File: src/sv/pfr_pkg.sv
`default_nettype none
// ----------------------------------------------------------------------------
// Packet ring FIFO package
// Shared widths, request codes and register indexes of the packet ring FIFO.
// ----------------------------------------------------------------------------
package pfr_pkg;

  // Default ring size in bytes.
  localparam int RING_DEPTH_DEF = 512;

  // Every stored packet is preceded by a header of this many bytes.
  localparam int HDR_BYTES = 4;

  // Field widths.
  localparam int MODE_W     = 3;
  localparam int BYTE_W     = 8;
  localparam int LEN_W      = 8;
  localparam int RSSI_W     = 16;
  localparam int AVAIL_W    = 9;
  localparam int CFG_IDX_W  = 1;
  localparam int CFG_DATA_W = 8;

  // Request codes on in_mode.
  typedef enum logic [MODE_W-1:0] {
    MODE_RX    = 3'd0,
    MODE_NEXT  = 3'd1,
    MODE_READ  = 3'd2,
    MODE_PEEK  = 3'd3,
    MODE_PURGE = 3'd4
  } mode_t;

  // Configuration register indexes.
  localparam logic [CFG_IDX_W-1:0] CFG_FILTER    = 1'd0;
  localparam logic [CFG_IDX_W-1:0] CFG_NODE_ADDR = 1'd1;

endpackage
`default_nettype wire

File: src/sv/pfr_ctrl.sv
`default_nettype none
// ----------------------------------------------------------------------------
// Packet ring controller
// Pointer state, request sequencing and header access for the packet ring.
// ----------------------------------------------------------------------------
module pfr_ctrl #(
  parameter int RING_DEPTH = pfr_pkg::RING_DEPTH_DEF,
  parameter int PTR_W      = $clog2(RING_DEPTH)
) (
  input  wire logic                         clk,
  input  wire logic                         rst_n,
  // Configuration.
  input  wire logic                         filter_on,
  input  wire logic [pfr_pkg::BYTE_W-1:0]   node_addr,
  // Request channel.
  input  wire logic                         start,
  output logic                              busy,
  input  wire logic [pfr_pkg::MODE_W-1:0]   in_mode,
  input  wire logic [pfr_pkg::BYTE_W-1:0]   in_data_byte,
  input  wire logic                         in_rx_first,
  input  wire logic [pfr_pkg::LEN_W-1:0]    in_rx_length,
  input  wire logic [pfr_pkg::RSSI_W-1:0]   in_rx_rssi,
  // Result channel.
  output logic                              out_valid,
  output logic      [pfr_pkg::BYTE_W-1:0]   out_data_out,
  output logic                              out_data_valid,
  output logic      [pfr_pkg::RSSI_W-1:0]   out_packet_rssi,
  output logic                              out_packet_broadcast,
  output logic      [pfr_pkg::AVAIL_W-1:0]  out_bytes_available,
  output logic                              out_packet_dropped,
  // Ring memory port.
  output logic                              mem_we,
  output logic      [PTR_W-1:0]             mem_addr,
  output logic      [pfr_pkg::BYTE_W-1:0]   mem_wdata,
  input  wire logic [pfr_pkg::BYTE_W-1:0]   mem_rdata
);

  localparam logic [PTR_W:0]   DEPTH_X   = (PTR_W+1)'(RING_DEPTH);
  localparam logic [PTR_W-1:0] DEPTH_M1  = PTR_W'(RING_DEPTH - 1);
  localparam logic [PTR_W-1:0] HDR_P     = PTR_W'(pfr_pkg::HDR_BYTES);
  localparam logic [2:0]       HDR_LAST  = 3'(pfr_pkg::HDR_BYTES - 1);
  localparam logic [2:0]       POP_LAST  = 3'(pfr_pkg::HDR_BYTES);

  typedef enum logic [3:0] {
    ST_IDLE = 4'b0001,
    ST_HDR  = 4'b0010,
    ST_POP  = 4'b0100,
    ST_RD   = 4'b1000
  } ctrl_state_t;

  // Ring index arithmetic; both operands are below the depth.
  function automatic logic [PTR_W-1:0] ring_add(input logic [PTR_W-1:0] p,
                                                input logic [PTR_W-1:0] n);
    logic [PTR_W:0] s;
    s = {1'b0, p} + {1'b0, n};
    if (s >= DEPTH_X) begin
      s = s - DEPTH_X;
    end
    return s[PTR_W-1:0];
  endfunction

  function automatic logic [PTR_W-1:0] ring_dist(input logic [PTR_W-1:0] from,
                                                 input logic [PTR_W-1:0] to);
    logic [PTR_W:0] s;
    s = {1'b0, to} + DEPTH_X - {1'b0, from};
    if (s >= DEPTH_X) begin
      s = s - DEPTH_X;
    end
    return s[PTR_W-1:0];
  endfunction

  ctrl_state_t state_r, state_nxt;
  logic [2:0]  cnt_r, cnt_nxt;

  logic [PTR_W-1:0] release_r, release_nxt;
  logic [PTR_W-1:0] commit_r, commit_nxt;
  logic [PTR_W-1:0] read_r, read_nxt;
  logic [PTR_W-1:0] end_r, end_nxt;
  logic [PTR_W-1:0] fill_r, fill_nxt;
  logic             pkt_cur_r, pkt_cur_nxt;
  logic [pfr_pkg::RSSI_W-1:0] cur_rssi_r, cur_rssi_nxt;
  logic             cur_bc_r, cur_bc_nxt;
  logic [pfr_pkg::LEN_W-1:0]  left_r, left_nxt;
  logic             acc_r, acc_nxt;

  // Incoming packet header and popped header bytes.
  logic [pfr_pkg::LEN_W-1:0]  inc_len_r, inc_len_nxt;
  logic [pfr_pkg::RSSI_W-1:0] inc_rssi_r, inc_rssi_nxt;
  logic                       inc_bc_r, inc_bc_nxt;
  logic [PTR_W-1:0]           hdr_base_r, hdr_base_nxt;
  logic [pfr_pkg::BYTE_W-1:0] plen_r, plen_nxt;
  logic [pfr_pkg::BYTE_W-1:0] rssi_lo_r, rssi_lo_nxt;
  logic [pfr_pkg::BYTE_W-1:0] rssi_hi_r, rssi_hi_nxt;

  // Result register.
  logic                        out_valid_r, emit;
  logic [pfr_pkg::BYTE_W-1:0]  o_data_r, o_data_nxt;
  logic                        o_dv_r, o_dv_nxt;
  logic [pfr_pkg::RSSI_W-1:0]  o_rssi_r;
  logic                        o_bc_r;
  logic [pfr_pkg::AVAIL_W-1:0] o_avail_r, o_avail_nxt;
  logic                        o_drop_r, o_drop_nxt;

  logic accept;

  assign busy   = (state_r != ST_IDLE);
  assign accept = start && (state_r == ST_IDLE);

  // Request sequencing and pointer updates.
  always_comb begin
    logic                       strip;
    logic [PTR_W-1:0]           free_sp;
    logic [pfr_pkg::AVAIL_W-1:0] need;
    logic [PTR_W-1:0]           fill_t;
    logic [pfr_pkg::LEN_W-1:0]  left_t;
    logic                       acc_t;
    logic [PTR_W-1:0]           rel_t;
    logic [PTR_W-1:0]           rp_t;
    logic [PTR_W+8:0]           avail_x;

    strip        = 1'b0;
    free_sp      = '0;
    need         = '0;
    fill_t       = fill_r;
    left_t       = left_r;
    acc_t        = acc_r;
    rel_t        = release_r;
    rp_t         = read_r;

    state_nxt    = state_r;
    cnt_nxt      = cnt_r;
    release_nxt  = release_r;
    commit_nxt   = commit_r;
    read_nxt     = read_r;
    end_nxt      = end_r;
    fill_nxt     = fill_r;
    pkt_cur_nxt  = pkt_cur_r;
    cur_rssi_nxt = cur_rssi_r;
    cur_bc_nxt   = cur_bc_r;
    left_nxt     = left_r;
    acc_nxt      = acc_r;
    inc_len_nxt  = inc_len_r;
    inc_rssi_nxt = inc_rssi_r;
    inc_bc_nxt   = inc_bc_r;
    hdr_base_nxt = hdr_base_r;
    plen_nxt     = plen_r;
    rssi_lo_nxt  = rssi_lo_r;
    rssi_hi_nxt  = rssi_hi_r;

    emit         = 1'b0;
    o_data_nxt   = '0;
    o_dv_nxt     = 1'b0;
    o_drop_nxt   = 1'b0;

    mem_we       = 1'b0;
    mem_addr     = read_r;
    mem_wdata    = '0;

    unique case (state_r)
      ST_IDLE: begin
        if (accept) begin
          case (pfr_pkg::mode_t'(in_mode))
            pfr_pkg::MODE_RX: begin
              // A first byte restarts reception and decides on space.
              if (in_rx_first) begin
                acc_t  = 1'b0;
                left_t = '0;
                if (in_rx_length == '0) begin
                  o_drop_nxt = 1'b1;
                end else begin
                  free_sp = ring_dist(commit_r, release_r);
                  free_sp = (free_sp == '0) ? DEPTH_M1 : free_sp - 1'b1;
                  need    = pfr_pkg::AVAIL_W'(pfr_pkg::HDR_BYTES) +
                            {1'b0, in_rx_length} -
                            pfr_pkg::AVAIL_W'(filter_on);
                  left_t  = in_rx_length;
                  if ({9'b0, free_sp} >= {PTR_W'(0), need}) begin
                    acc_t        = 1'b1;
                    inc_len_nxt  = in_rx_length - pfr_pkg::LEN_W'(filter_on);
                    inc_rssi_nxt = in_rx_rssi;
                    inc_bc_nxt   = filter_on && (in_data_byte != node_addr);
                    fill_t       = ring_add(commit_r, HDR_P);
                    strip        = filter_on;
                  end
                end
              end
              // Store or drop the byte of a packet in progress.
              if (left_t != '0) begin
                if (acc_t) begin
                  o_dv_nxt = 1'b1;
                  if (!strip) begin
                    mem_we    = 1'b1;
                    mem_addr  = fill_t;
                    mem_wdata = in_data_byte;
                    fill_t    = ring_add(fill_t, PTR_W'(1));
                  end
                end else begin
                  o_drop_nxt = 1'b1;
                end
                left_t = left_t - 1'b1;
              end
              fill_nxt = fill_t;
              left_nxt = left_t;
              acc_nxt  = acc_t;
              // Last byte of a kept packet: write its header, then publish.
              if (left_t == '0 && acc_t) begin
                hdr_base_nxt = commit_r;
                commit_nxt   = fill_t;
                acc_nxt      = 1'b0;
                state_nxt    = ST_HDR;
                cnt_nxt      = '0;
              end else begin
                emit = 1'b1;
              end
            end
            pfr_pkg::MODE_NEXT: begin
              // Release the current packet, then pop the next header if any.
              if (pkt_cur_r) begin
                rel_t    = end_r;
                read_nxt = end_r;
              end
              release_nxt  = rel_t;
              pkt_cur_nxt  = 1'b0;
              cur_rssi_nxt = '0;
              cur_bc_nxt   = 1'b0;
              if (rel_t != commit_r) begin
                state_nxt = ST_POP;
                cnt_nxt   = '0;
              end else begin
                emit = 1'b1;
              end
            end
            pfr_pkg::MODE_READ, pfr_pkg::MODE_PEEK: begin
              if (read_r != end_r) begin
                mem_addr  = read_r;
                state_nxt = ST_RD;
                if (in_mode == pfr_pkg::MODE_READ) begin
                  read_nxt = ring_add(read_r, PTR_W'(1));
                end
              end else begin
                emit = 1'b1;
              end
            end
            pfr_pkg::MODE_PURGE: begin
              release_nxt  = commit_r;
              read_nxt     = commit_r;
              end_nxt      = commit_r;
              pkt_cur_nxt  = 1'b0;
              cur_rssi_nxt = '0;
              cur_bc_nxt   = 1'b0;
              emit         = 1'b1;
            end
            default: begin
              emit = 1'b1;
            end
          endcase
        end
      end
      ST_HDR: begin
        // Header bytes: length, signal strength low and high, broadcast.
        mem_we   = 1'b1;
        mem_addr = ring_add(hdr_base_r, PTR_W'(cnt_r));
        case (cnt_r)
          3'd0:    mem_wdata = inc_len_r;
          3'd1:    mem_wdata = inc_rssi_r[7:0];
          3'd2:    mem_wdata = inc_rssi_r[15:8];
          default: mem_wdata = {7'b0, inc_bc_r};
        endcase
        cnt_nxt = cnt_r + 1'b1;
        if (cnt_r == HDR_LAST) begin
          state_nxt = ST_IDLE;
          o_dv_nxt  = 1'b1;
          emit      = 1'b1;
        end
      end
      ST_POP: begin
        // Header reads are issued one per cycle; the memory registers each read's data.
        if (cnt_r != POP_LAST) begin
          mem_addr = ring_add(release_r, PTR_W'(cnt_r));
        end
        case (cnt_r)
          3'd1:    plen_nxt    = mem_rdata;
          3'd2:    rssi_lo_nxt = mem_rdata;
          3'd3:    rssi_hi_nxt = mem_rdata;
          default: ;
        endcase
        cnt_nxt = cnt_r + 1'b1;
        if (cnt_r == POP_LAST) begin
          rp_t         = ring_add(release_r, HDR_P);
          read_nxt     = rp_t;
          end_nxt      = ring_add(rp_t, PTR_W'(plen_r));
          cur_rssi_nxt = {rssi_hi_r, rssi_lo_r};
          cur_bc_nxt   = (mem_rdata != '0);
          pkt_cur_nxt  = 1'b1;
          o_data_nxt   = plen_r;
          o_dv_nxt     = 1'b1;
          emit         = 1'b1;
          state_nxt    = ST_IDLE;
        end
      end
      ST_RD: begin
        o_data_nxt = mem_rdata;
        o_dv_nxt   = 1'b1;
        emit       = 1'b1;
        state_nxt  = ST_IDLE;
      end
      default: begin
        state_nxt = ST_IDLE;
      end
    endcase

    // Unread bytes of the current packet after this request.
    avail_x     = {9'b0, ring_dist(read_nxt, end_nxt)};
    o_avail_nxt = avail_x[pfr_pkg::AVAIL_W-1:0];
  end

  // Control state and pointers.
  always_ff @(posedge clk) begin
    if (!rst_n) begin
      state_r     <= ST_IDLE;
      cnt_r       <= '0;
      release_r   <= '0;
      commit_r    <= '0;
      read_r      <= '0;
      end_r       <= '0;
      fill_r      <= '0;
      pkt_cur_r   <= 1'b0;
      cur_rssi_r  <= '0;
      cur_bc_r    <= 1'b0;
      left_r      <= '0;
      acc_r       <= 1'b0;
      out_valid_r <= 1'b0;
    end else begin
      state_r     <= state_nxt;
      cnt_r       <= cnt_nxt;
      release_r   <= release_nxt;
      commit_r    <= commit_nxt;
      read_r      <= read_nxt;
      end_r       <= end_nxt;
      fill_r      <= fill_nxt;
      pkt_cur_r   <= pkt_cur_nxt;
      cur_rssi_r  <= cur_rssi_nxt;
      cur_bc_r    <= cur_bc_nxt;
      left_r      <= left_nxt;
      acc_r       <= acc_nxt;
      out_valid_r <= emit;
    end
  end

  // Header staging and result payload.
  always_ff @(posedge clk) begin
    inc_len_r  <= inc_len_nxt;
    inc_rssi_r <= inc_rssi_nxt;
    inc_bc_r   <= inc_bc_nxt;
    hdr_base_r <= hdr_base_nxt;
    plen_r     <= plen_nxt;
    rssi_lo_r  <= rssi_lo_nxt;
    rssi_hi_r  <= rssi_hi_nxt;
    o_data_r   <= o_data_nxt;
    o_dv_r     <= o_dv_nxt;
    o_rssi_r   <= cur_rssi_nxt;
    o_bc_r     <= cur_bc_nxt;
    o_avail_r  <= o_avail_nxt;
    o_drop_r   <= o_drop_nxt;
  end

  assign out_valid            = out_valid_r;
  assign out_data_out         = o_data_r;
  assign out_data_valid       = o_dv_r;
  assign out_packet_rssi      = o_rssi_r;
  assign out_packet_broadcast = o_bc_r;
  assign out_bytes_available  = o_avail_r;
  assign out_packet_dropped   = o_drop_r;

endmodule
`default_nettype wire

File: config.mk
export PLATFORM = sky130hd
export DESIGN_NAME = pfr_ctrl
export DESIGN_NICKNAME = d
export VERILOG_FILES = /design/src/sv/pfr_pkg.sv /design/src/sv/pfr_ctrl.sv
export SDC_FILE = /design/constraint.sdc
export NUM_CORES = 1
export LEC_CHECK = 0
export BUFFER_PORTS_ARGS = -buffer_cell sky130_fd_sc_hd__buf_2
export CORE_MARGIN = 5
export CORE_UTILIZATION = 60
export DETAILED_ROUTE_END_ITERATION = 6
export GPL_TIMING_DRIVEN = 0
export PLACE_DENSITY_LB_ADDON = 0.08
export REMOVE_ABC_BUFFERS = 1
export SLEW_MARGIN = 25
export SYNTH_ARGS = -nofsm -noshare
export SYNTH_HDL_FRONTEND = slang
export SYNTH_SLANG_ARGS = --single-unit
File: constraint.sdc
create_clock -name clk -period 10.1 [get_ports clk]
set_input_delay 2.02 -clock clk [delete_from_list [all_inputs] [get_ports clk]]
set_output_delay 2.02 -clock clk [all_outputs]
set_load 0.02 [all_outputs]
After elaboration in Yosys (flattened, before gate mapping)
Index checks and enable logic that the tools add are counted.
- flip-flop bits (word level): 174
- input bits: 56
- add/sub/neg operators: 26
- order comparisons: 10
- eq/ne operators: 26
- muxes and demuxes: 128
- bitwise logic cells: 1
- reduce and logical (&&, ||, !) cells: 26
- operator list (cell ; number):
    $mux W9 ; 44
    $mux W8 ; 15
    $ge A10 B10 Y1 const B ; 9
    $sub A9 B1 Y9 const B ; 10
    $pmux W9 S2 ; 3
    $pmux W9 S3 ; 2
    $mux W16 ; 3
    $mux W1 ; 38
    $pmux W16 S2 ; 1
    $pmux W8 S2 ; 2
    $mux W4 ; 6
    $pmux W4 S3 ; 2
    $pmux W8 S3 ; 1
    $add A9 B1 Y10 const B ; 2
    $add A9 B10 Y10 const B ; 2
    $add A9 B3 Y10 ; 2
    $add A9 B3 Y10 const B ; 2
    $sub A10 B9 Y10 ; 2
    $ne A9 B9 Y1 ; 2
    $logic_not A8 Y1 ; 2
    $reduce_bool A8 Y1 ; 2
    $eq A3 B2 Y1 const B ; 4
    $ne A3 B3 Y1 const B ; 4
    $pmux W3 S2 ; 2
    other kinds (33) ; 55

Logic depth before layout (Yosys ltp)
Gate-level depths: netlist (run 1).
- depth in word-level cells: 24
- mapped depth: 28
- gate-level depth less buffers: 26

Least setup slack after synthesis (run 1)
No wires, ideal clock.
- path kind: input port to output port
- start point: in in_rx_length[0] in the netlist's numbering
- end point: out mem_addr[3]
- data arrival time: 5.478 ns
- data required time: 8.080 ns
- slack: 2.602 ns
- stages: 19
- path through: inv_1 ha_1 inv_1 ha_1 fa_1 a211oi_1 o21bai_1 a21oi_1 xnor2_1 ha_1 nand2_1 nor2_1 a21oi_1 o21ai_0 and2_1 buf_2 buf_2 o21ai_0 o21ai_0
- word-level cells in the longest chain between the ends: 15
- elaborated cells on any way between the ends: 34
- classes of those cells: 2 x add/sub; 1 x order compare; 29 x mux; 2 x reduce/logical
- RTL lines (item ; RTL line ; text):
    from (decl) ; pfr_ctrl.sv:21 ; input wire logic [pfr_pkg::LEN_W-1:0] in_rx_length,
    $add A3 B8 Y9 ; pfr_ctrl.sv:173 ; need = pfr_pkg::AVAIL_W'(pfr_pkg::HDR_BYTES) +
    $sub A9 B1 Y9 ; pfr_ctrl.sv:174 ; {1'b0, in_rx_length} -
    $ge A9 B9 Y1 ; pfr_ctrl.sv:177 ; if ({9'b0, free_sp} >= {PTR_W'(0), need}) begin
    $mux W9 or $mux W1 (tied branches) ; pfr_ctrl.sv:177 ;
    $mux W9 or $mux W1 (tied branches) ; pfr_ctrl.sv:168 ; if (in_rx_length == '0) begin
    $mux W9 or $mux W1 (tied branches) ; pfr_ctrl.sv:165 ; if (in_rx_first) begin
    $mux W9 or $mux W1 (tied branches) ; pfr_ctrl.sv:162 ; case (pfr_pkg::mode_t'(in_mode))
    $mux W9 or $mux W1 (tied branches) ; pfr_ctrl.sv:161 ; if (accept) begin
    $mux W9 or $mux W1 (tied branches) ; pfr_ctrl.sv:159 ; unique case (state_r)
    $mux W9 ; pfr_ctrl.sv:191 ; if (!strip) begin
    $mux W9 ; pfr_ctrl.sv:189 ; if (acc_t) begin
    $mux W9 (*) ; pfr_ctrl.sv:188 ; if (left_t != '0) begin
    $mux W9 (*) ; n/a ;
    $mux W9 (*) ; pfr_ctrl.sv:161 ;
    $pmux W9 S3 (*) ; pfr_ctrl.sv:159 ;
    to (decl) ; pfr_ctrl.sv:33 ; output logic [PTR_W-1:0] mem_addr,
Every way passes the cells marked *; elsewhere a longest branch is shown, timed or not. The select of a mux whose other input is x is not followed.

Worst setup path after layout (run 1)
- start point: reg commit_r[0]
- end point: out mem_addr[2]
- word-level cells in the longest chain between the ends: 23
- elaborated cells on any way between the ends: 41
- classes of those cells: 5 x add/sub; 3 x order compare; 32 x mux; 1 x reduce/logical
- RTL lines (item ; RTL line ; text):
    from (decl) ; pfr_ctrl.sv:76 ; logic [PTR_W-1:0] commit_r, commit_nxt;
    from (signal assigned) ; pfr_ctrl.sv:337 ; commit_r <= commit_nxt;
    $sub A10 B9 Y10 ; pfr_ctrl.sv:65 ; s = {1'b0, to} + DEPTH_X - {1'b0, from};
    $sub A9 B1 Y9 or $ge A10 B10 Y1 (tied branches) ; pfr_ctrl.sv:67, pfr_ctrl.sv:66 ;
    $mux W9 ; pfr_ctrl.sv:66 ; if (s >= DEPTH_X) begin
    $mux W9 ; pfr_ctrl.sv:168 ;
    $mux W9 ; pfr_ctrl.sv:165 ;
    $mux W9 ; pfr_ctrl.sv:162 ;
    $mux W9 ; pfr_ctrl.sv:161 ;
    $mux W9 ; pfr_ctrl.sv:159 ;
    (+7 left out) ; n/a ;
    $mux W9 or $mux W1 (tied branches) ; pfr_ctrl.sv:161 ;
    $mux W9 or $mux W1 (tied branches) ; pfr_ctrl.sv:159 ;
    $mux W9 ; pfr_ctrl.sv:191 ;
    $mux W9 (*) ; pfr_ctrl.sv:189 ;
    $mux W9 (*) ; pfr_ctrl.sv:188 ;
    $mux W9 (*) ; n/a ;
    $mux W9 (*) ; pfr_ctrl.sv:161 ;
    $pmux W9 S3 (*) ; pfr_ctrl.sv:159 ;
Marked as above.

==> results of run 1 <==
## per-layer routing
layer  vias to the layer above  global-route usage (%)  share of wire [%]
li1                       4307                       -                  -
met1                      4254                    39.6                 45
met2                       386                    43.6                 44
met3                        54                    5.81                8.1
met4                         0                    9.60                2.7
met5                         -                       0                  0
## logic make-up after synthesis
group | after synthesis
compound gates | 291
xor+xnor | 106
fa+ha+maj | 76
buf+inv | 118
flops | 174
mux | 38
simple gates | 344
## final timing paths
check                start                  to  slack (ns)  cells past startpoint
max            commit_r[0]         mem_addr[2]        1.27                     20
min          cur_rssi_r[4]  out_packet_rssi[4]        0.46                      1
max reg2reg    commit_r[0]           fill_r[4]        3.72                     24
min reg2reg  cur_rssi_r[4]  out_packet_rssi[4]        0.46                      1
## per-stage QoR
stage | power (uW) | worst slack, ns | util (%) | cell area (um^2) | instances
after floorplan | 953 | 2.61 | - | 10300 | 1084
after global placement | 1030 | 1.64 | 64.3 | 11100 | 1420
after detailed placement | 1040 | 1.44 | 64.9 | 11200 | 1425
after CTS | 1720 | 1.33 | 68.5 | 11800 | 1457
after global routing | 1790 | 0.823 | 68.5 | 11800 | 1457
final | 1710 | 1.27 | 68.5 | 11800 | 1457
## state kept, by name (all words and copies together) (netlist names), 3 cells and up
signal,cells
out_bytes_available,9
out_data_out,8
release_r,9
plen_r,8
fill_r,9
commit_r,9
rssi_lo_r,8
inc_rssi_r,16
state_r,4
left_r,8
read_r,9
end_r,9
hdr_base_r,9
rssi_hi_r,8
out_packet_rssi,16
inc_len_r,8
cur_rssi_r,16
cnt_r,3
## cells in the mapped netlist (9+ instances only)
cell type	number	area, um^2
xor2_1	50	438
clkbuf_1	50	188
nand2b_1	10	62.6
a211oi_1	10	75.1
a21oi_1	70	350
o21ai_0	61	305
nor2b_1	14	87.6
mux2i_1	36	360
nor3_1	20	100
and2_1	22	138
a222oi_1	17	170
edfxtp_1	58	1740
a22oi_1	13	97.6
a22o_1	28	245
ha_1	70	876
inv_1	52	195
xnor2_1	56	490
dfxtp_1	116	2320
o22ai_1	9	56.3
nand4_1	13	81.3
nand3_1	30	150
a21o_1	12	90.1
and3_1	9	56.3
a31oi_1	12	75.1
nand2_1	94	353
nor2_1	92	345
## layout make-up
| type | instances | area (um^2) |
|---|---|---|
| multi-input combinational | 855 | 6050 |
| fill | 1397 | 5450 |
| sequential | 174 | 4070 |
| timing repair buffer | 116 | 613 |
| clock buffer | 17 | 425 |
| tap | 225 | 282 |
| inverter | 55 | 208 |
| clock inverter | 15 | 201 |
## where the power goes
| group | leakage, uW | internal (uW) | switching [uW] |
|---|---|---|---|
| registers | 0.00148 | 736 | 11.4 |
| clock network | 0.000302 | 341 | 338 |
| logic | 0.00304 | 103 | 179 |
## worst max-delay path, stage by stage (launching register included)
cell and delay, ns:
dfxtp_1 0.67, ha_1 0.24, inv_1 0.05, fa_1 0.40, a21o_1 0.17, a21oi_1 0.25, o21bai_1 0.09, a211oi_1 0.31
o221ai_1 0.21, or4_1 0.70, nor2b_1 0.20, ha_1 0.28, nand2b_1 0.13, a31oi_1 0.17, o21bai_1 0.12, a21oi_1 0.73
o21ai_0 0.31, and2_1 0.51, a222oi_1 0.41, o21ai_0 0.21, buf_2 0.21
==> flow_summary.ini, run 1 <==
[outcome]
outcome = finished clean

[synth]
yosys.area_share.simple_pct = 16.2
ys_warn_count = 0
synth-edff-count = 58
ys.flop_type = dfxtp_1
synth_compound_area_share_pct = 18.9
yosys.area_share.adder_pct = 9.45
ys_types = 74
ys_ff_latch = 174
synthMuxAreaShare_pct = 3.63
seq_area_frac_synth_pct = 38.5
synthXorXnorAreaFrac_pct = 8.81
syn-cell-area_um2 = 10500
synth_top_family_by_area = compound AO/OA/AOI/OAI gates
synthArstFlopShare_pct = 0
syn_area_per_cell_um2 = 9.19
syn-instance-count = 1147

[setup_path]
endpoint_kind = output port
critPathMaxFanout = 16
start_kind = register
cp.arrival_ns = 6.81
critPathRequiredTime_ns = 8.08
crit_type = reg2out

[timing]
worst_slew_pin_slew_ns = 0.982
relSlewSlack_pct = 34.3
slew_violations = 0
final.setup.tns_ns = 0
hold_viol = 0
final_period_minus_worst_setup_slack_ns = 8.83
timing.hold.ws_ns = 0.464
rsz0062_at_grt = no
setup_viol = 0
fmax_mhz = 113
post-route-period-util_pct = 87.4
fin_worst_skew_ns = 0.00990

[clock_tree]
numCtsBuffers = 17
clk_latency_ns = 0.44
clkTransAtPathRegs_ns = 0.08
cts_buffer_depth = 2
tritoncts = done
cts_sinks = 174
cts_resized = 0
hold_buffers = 0
cts-root-buf = clkbuf_16
h-tree-depth = 4
cts_setup_buffers = 0

[pwr]
vdd_drop_max_mv = 0.120
p_leak_uw = 0.00482
powerDensity_nw_per_um2 = 144

[final_layout]
fin_nets = 1351
layout_commonest_cell = dfxtp_1
num_antenna_cells = 0
areaGrowthSynthToFinish_pct = 12.3
layout_common_cells = 115 x dfxtp_1, 113 x buf_2, 94 x nand2_1
drive_gt1_share_pct = 14.5

[flow_run]
maxCapViolations = 0

[grt]
grt_pass1_wl_um = 45100
grt_max_degree = 42
overflow = 0
antenna_found_initial = 0
grtUsageTotal_pct = 28.2
grt_pass1_vias = 8574

[routing]
routed-via-count = 9001
drtIter0Drc = 874
ant_nets = 0
drt_pass1_iterations = 5
routed_wl_um = 28400
vias_per_cell = 6.18
drc = 0
wl_per_cell_um = 19.5

[floorplanning]
die_h_um = 143
start_util_pct = 61.0
rows = 48
io_pins = 112
coreArea_um2 = 17300
die_w_um = 143
dieArea_um2 = 20300

[placement]
globalplace.congestion = 0.943
portBuffers = 111
post-dp-hpwl_um = 21000

[hold_path]
hp-class = reg2reg
(Power assumes the default switching activity.)
==> run 2: changes to the inputs <==
--- a/config.mk
+++ b/config.mk
@@ -6,12 +6,15 @@
 export NUM_CORES = 1
 export LEC_CHECK = 0
 export BUFFER_PORTS_ARGS = -buffer_cell sky130_fd_sc_hd__buf_2
+export CORE_ASPECT_RATIO = 0.75
 export CORE_MARGIN = 5
 export CORE_UTILIZATION = 60
 export DETAILED_ROUTE_END_ITERATION = 6
 export GPL_TIMING_DRIVEN = 0
 export PLACE_DENSITY_LB_ADDON = 0.08
+export RECOVER_POWER = 25
 export REMOVE_ABC_BUFFERS = 1
+export SKIP_LAST_GASP = 1
 export SLEW_MARGIN = 25
 export SYNTH_ARGS = -nofsm -noshare
 export SYNTH_HDL_FRONTEND = slang
==> run 2 against run 1 <==
Compared with the run above:
- the run now ends with DRC left
- utilization decreased by 0.52 points
- final area increased by 0.11%
- register-to-register slack got worse by 0.19 ns
- flip-flop and latch count unchanged
- die area increased by 0.13%
- critical path type unchanged
==> flow_summary.ini, run 2 (synthesis results as in run 1) <==
[setup_path]
r2r_cells = 24
cp.arrival_ns = 7.08
crit_slowest_cell = a21oi_1
path_cells = ha_1, inv_1, fa_1, a21o_1, a21oi_1, o21bai_1, a211oi_1, o221ai_1, or4_1, nor2b_1, ha_1, nand2b_1, a31oi_1, o21bai_1, a21oi_1, o21ai_0, and2_1, a222oi_1, o21ai_0, buf_2
endpoint_kind = output port
r2r-end = fill_r[4]
cpPeakStageDelay_ns = 0.75
crit_type = reg2out
start_kind = register
worstReg2RegStart = commit_r[0]
critPathRequiredTime_ns = 8.08
critPathMaxFanout = 16
rrSetupSlack_ns = 3.53

[routing]
drtIter0Drc = 1073
drt_pass1_iterations = 7
vias_per_cell = 6.16
ant_nets = 0
routed_wl_um = 29100
drc = 2
wl_per_cell_um = 19.8
routed-via-count = 9077

[hold_path]
holdPathEnd = out_packet_rssi[4]
hp-class = reg2reg
worst_hold_path.num_cells = 1
holdCritStartpoint = cur_rssi_r[4]

[placement]
portBuffers = 111
post-dp-hpwl_um = 21100
globalplace.congestion = 0.948

[grt]
antenna_found_initial = 0
grt_max_degree = 45
grt_pass1_wl_um = 45500
grtUsageTotal_pct = 28.0
grt_pass1_vias = 8238
overflow = 0

[timing]
timing.hold.ws_ns = 0.473
relSlewSlack_pct = 26.6
final.setup.tns_ns = 0
worst_slew_pin_slew_ns = 1.10
fmax_mhz = 110
rsz0062_at_grt = no
setup_viol = 0
slew_violations = 0
hold_viol = 0
post-route-period-util_pct = 90.1
final_period_minus_worst_setup_slack_ns = 9.10
fin_worst_skew_ns = 0.0138

[pwr]
p_leak_uw = 0.00479
powerDensity_nw_per_um2 = 146
power_frac_comb_pct = 16.4
p_int_uw = 1180
swShare_pct = 31.4
vdd_drop_max_mv = 0.126
seqPwrFrac_pct = 43.3
p_clk_share_pct = 40.3
power.switching_uw = 541

[final_layout]
num_antenna_cells = 0
layout_commonest_cell = dfxtp_1
num-fill-cells = 1419
areaGrowthSynthToFinish_pct = 12.4
drive_gt1_share_pct = 13.7
layout_common_cells = 115 x dfxtp_1, 103 x buf_2, 94 x nand2_1
fin_nets = 1350

[floorplanning]
io_pins = 112
rows = 42
dieArea_um2 = 20400
die_w_um = 163
start_util_pct = 60.4
coreArea_um2 = 17400
die_h_um = 125

[clock_tree]
clkTransAtPathRegs_ns = 0.08
tritoncts = done
numCtsBuffers = 17
cts_setup_buffers = 0
cts_sinks = 174
h-tree-depth = 4
hold_buffers = 0
cts_buffer_depth = 2
clk_latency_ns = 0.44
cts_resized = 0
cts-root-buf = clkbuf_16

[outcome]
failed_checks = DRC
outcome = complete, but fails checks

[flow_run]
maxCapViolations = 0
-- run 2: cell count changes in the layout (fill, tap and decap cells not counted), sizes merged --
| cell | before | now |
|---|---|---|
| buf | 116 | 106 |
| clkbuf | 17 | 26 |
-- run 2: area by class of cell --
type | count | area, um^2 | share of cell area (%)
clock buffers | 17 | 425 | 3.59
multi-input cells | 855 | 6050 | 51.0
well taps | 242 | 303 | 2.55
flip-flops and latches | 174 | 4070 | 34.3
clock inverters | 15 | 221 | 1.87
inverters | 55 | 208 | 1.75
repair buffers | 115 | 584 | 4.93
-- run 2: power by group through the flow --
stage / combinational, uW / clock, uW / sequential [uW]
finish: 283 / 695 / 747
global route: 312 / 734 / 749
CTS: 280 / 698 / 747
detailed placement: 276 / 0 / 763
global placement: 270 / 0 / 763
floorplan: 183 / 0 / 770
-- run 2: per-stage QoR --
stage | std cells | worst slack, ns | utilization, % | total power [uW] | cell area, um^2
finish | 1473 | 0.997 | 68.0 | 1730 | 11900
global route | 1473 | 0.564 | 68.0 | 1800 | 11900
CTS | 1473 | 1.04 | 68.0 | 1720 | 11900
detailed placement | 1441 | 1.43 | 64.3 | 1040 | 11200
global placement | 1437 | 1.63 | 63.8 | 1030 | 11100
floorplan | 1084 | 2.61 | - | 953 | 10300
-- run 2: how the worst max path moves through the flow --
stage                    startpoint           to  slack [ns]  depth (start not counted)
floorplan           in_rx_length[0]  mem_addr[5]        2.61                         17
global placement          filter_on  mem_addr[2]        1.63                         18
detailed placement        filter_on  mem_addr[2]        1.43                         18
CTS                     commit_r[0]  mem_addr[2]        1.04                         20
global route            commit_r[0]  mem_addr[2]        0.56                         20
finish                  commit_r[0]  mem_addr[2]         1.0                         20
-- run 2: worst max-delay path: cells and delay by family (launching register included) --
| family | cells | cell delay, ns |
|---|---|---|
| compound gates | 11 | 3.20 |
| flops | 1 | 0.67 |
| buf+inv | 2 | 0.27 |
| fa+ha+maj | 3 | 0.93 |
| simple gates | 4 | 1.57 |
-- run 2: metal layers --
metal	global-route usage, %	vias up	wire (um)
li1	-	4295	-
met1	43.5	4221	13600
met2	39.0	516	11900
met3	7.15	45	3260
met4	5.82	0	435
met5	1.26	-	0
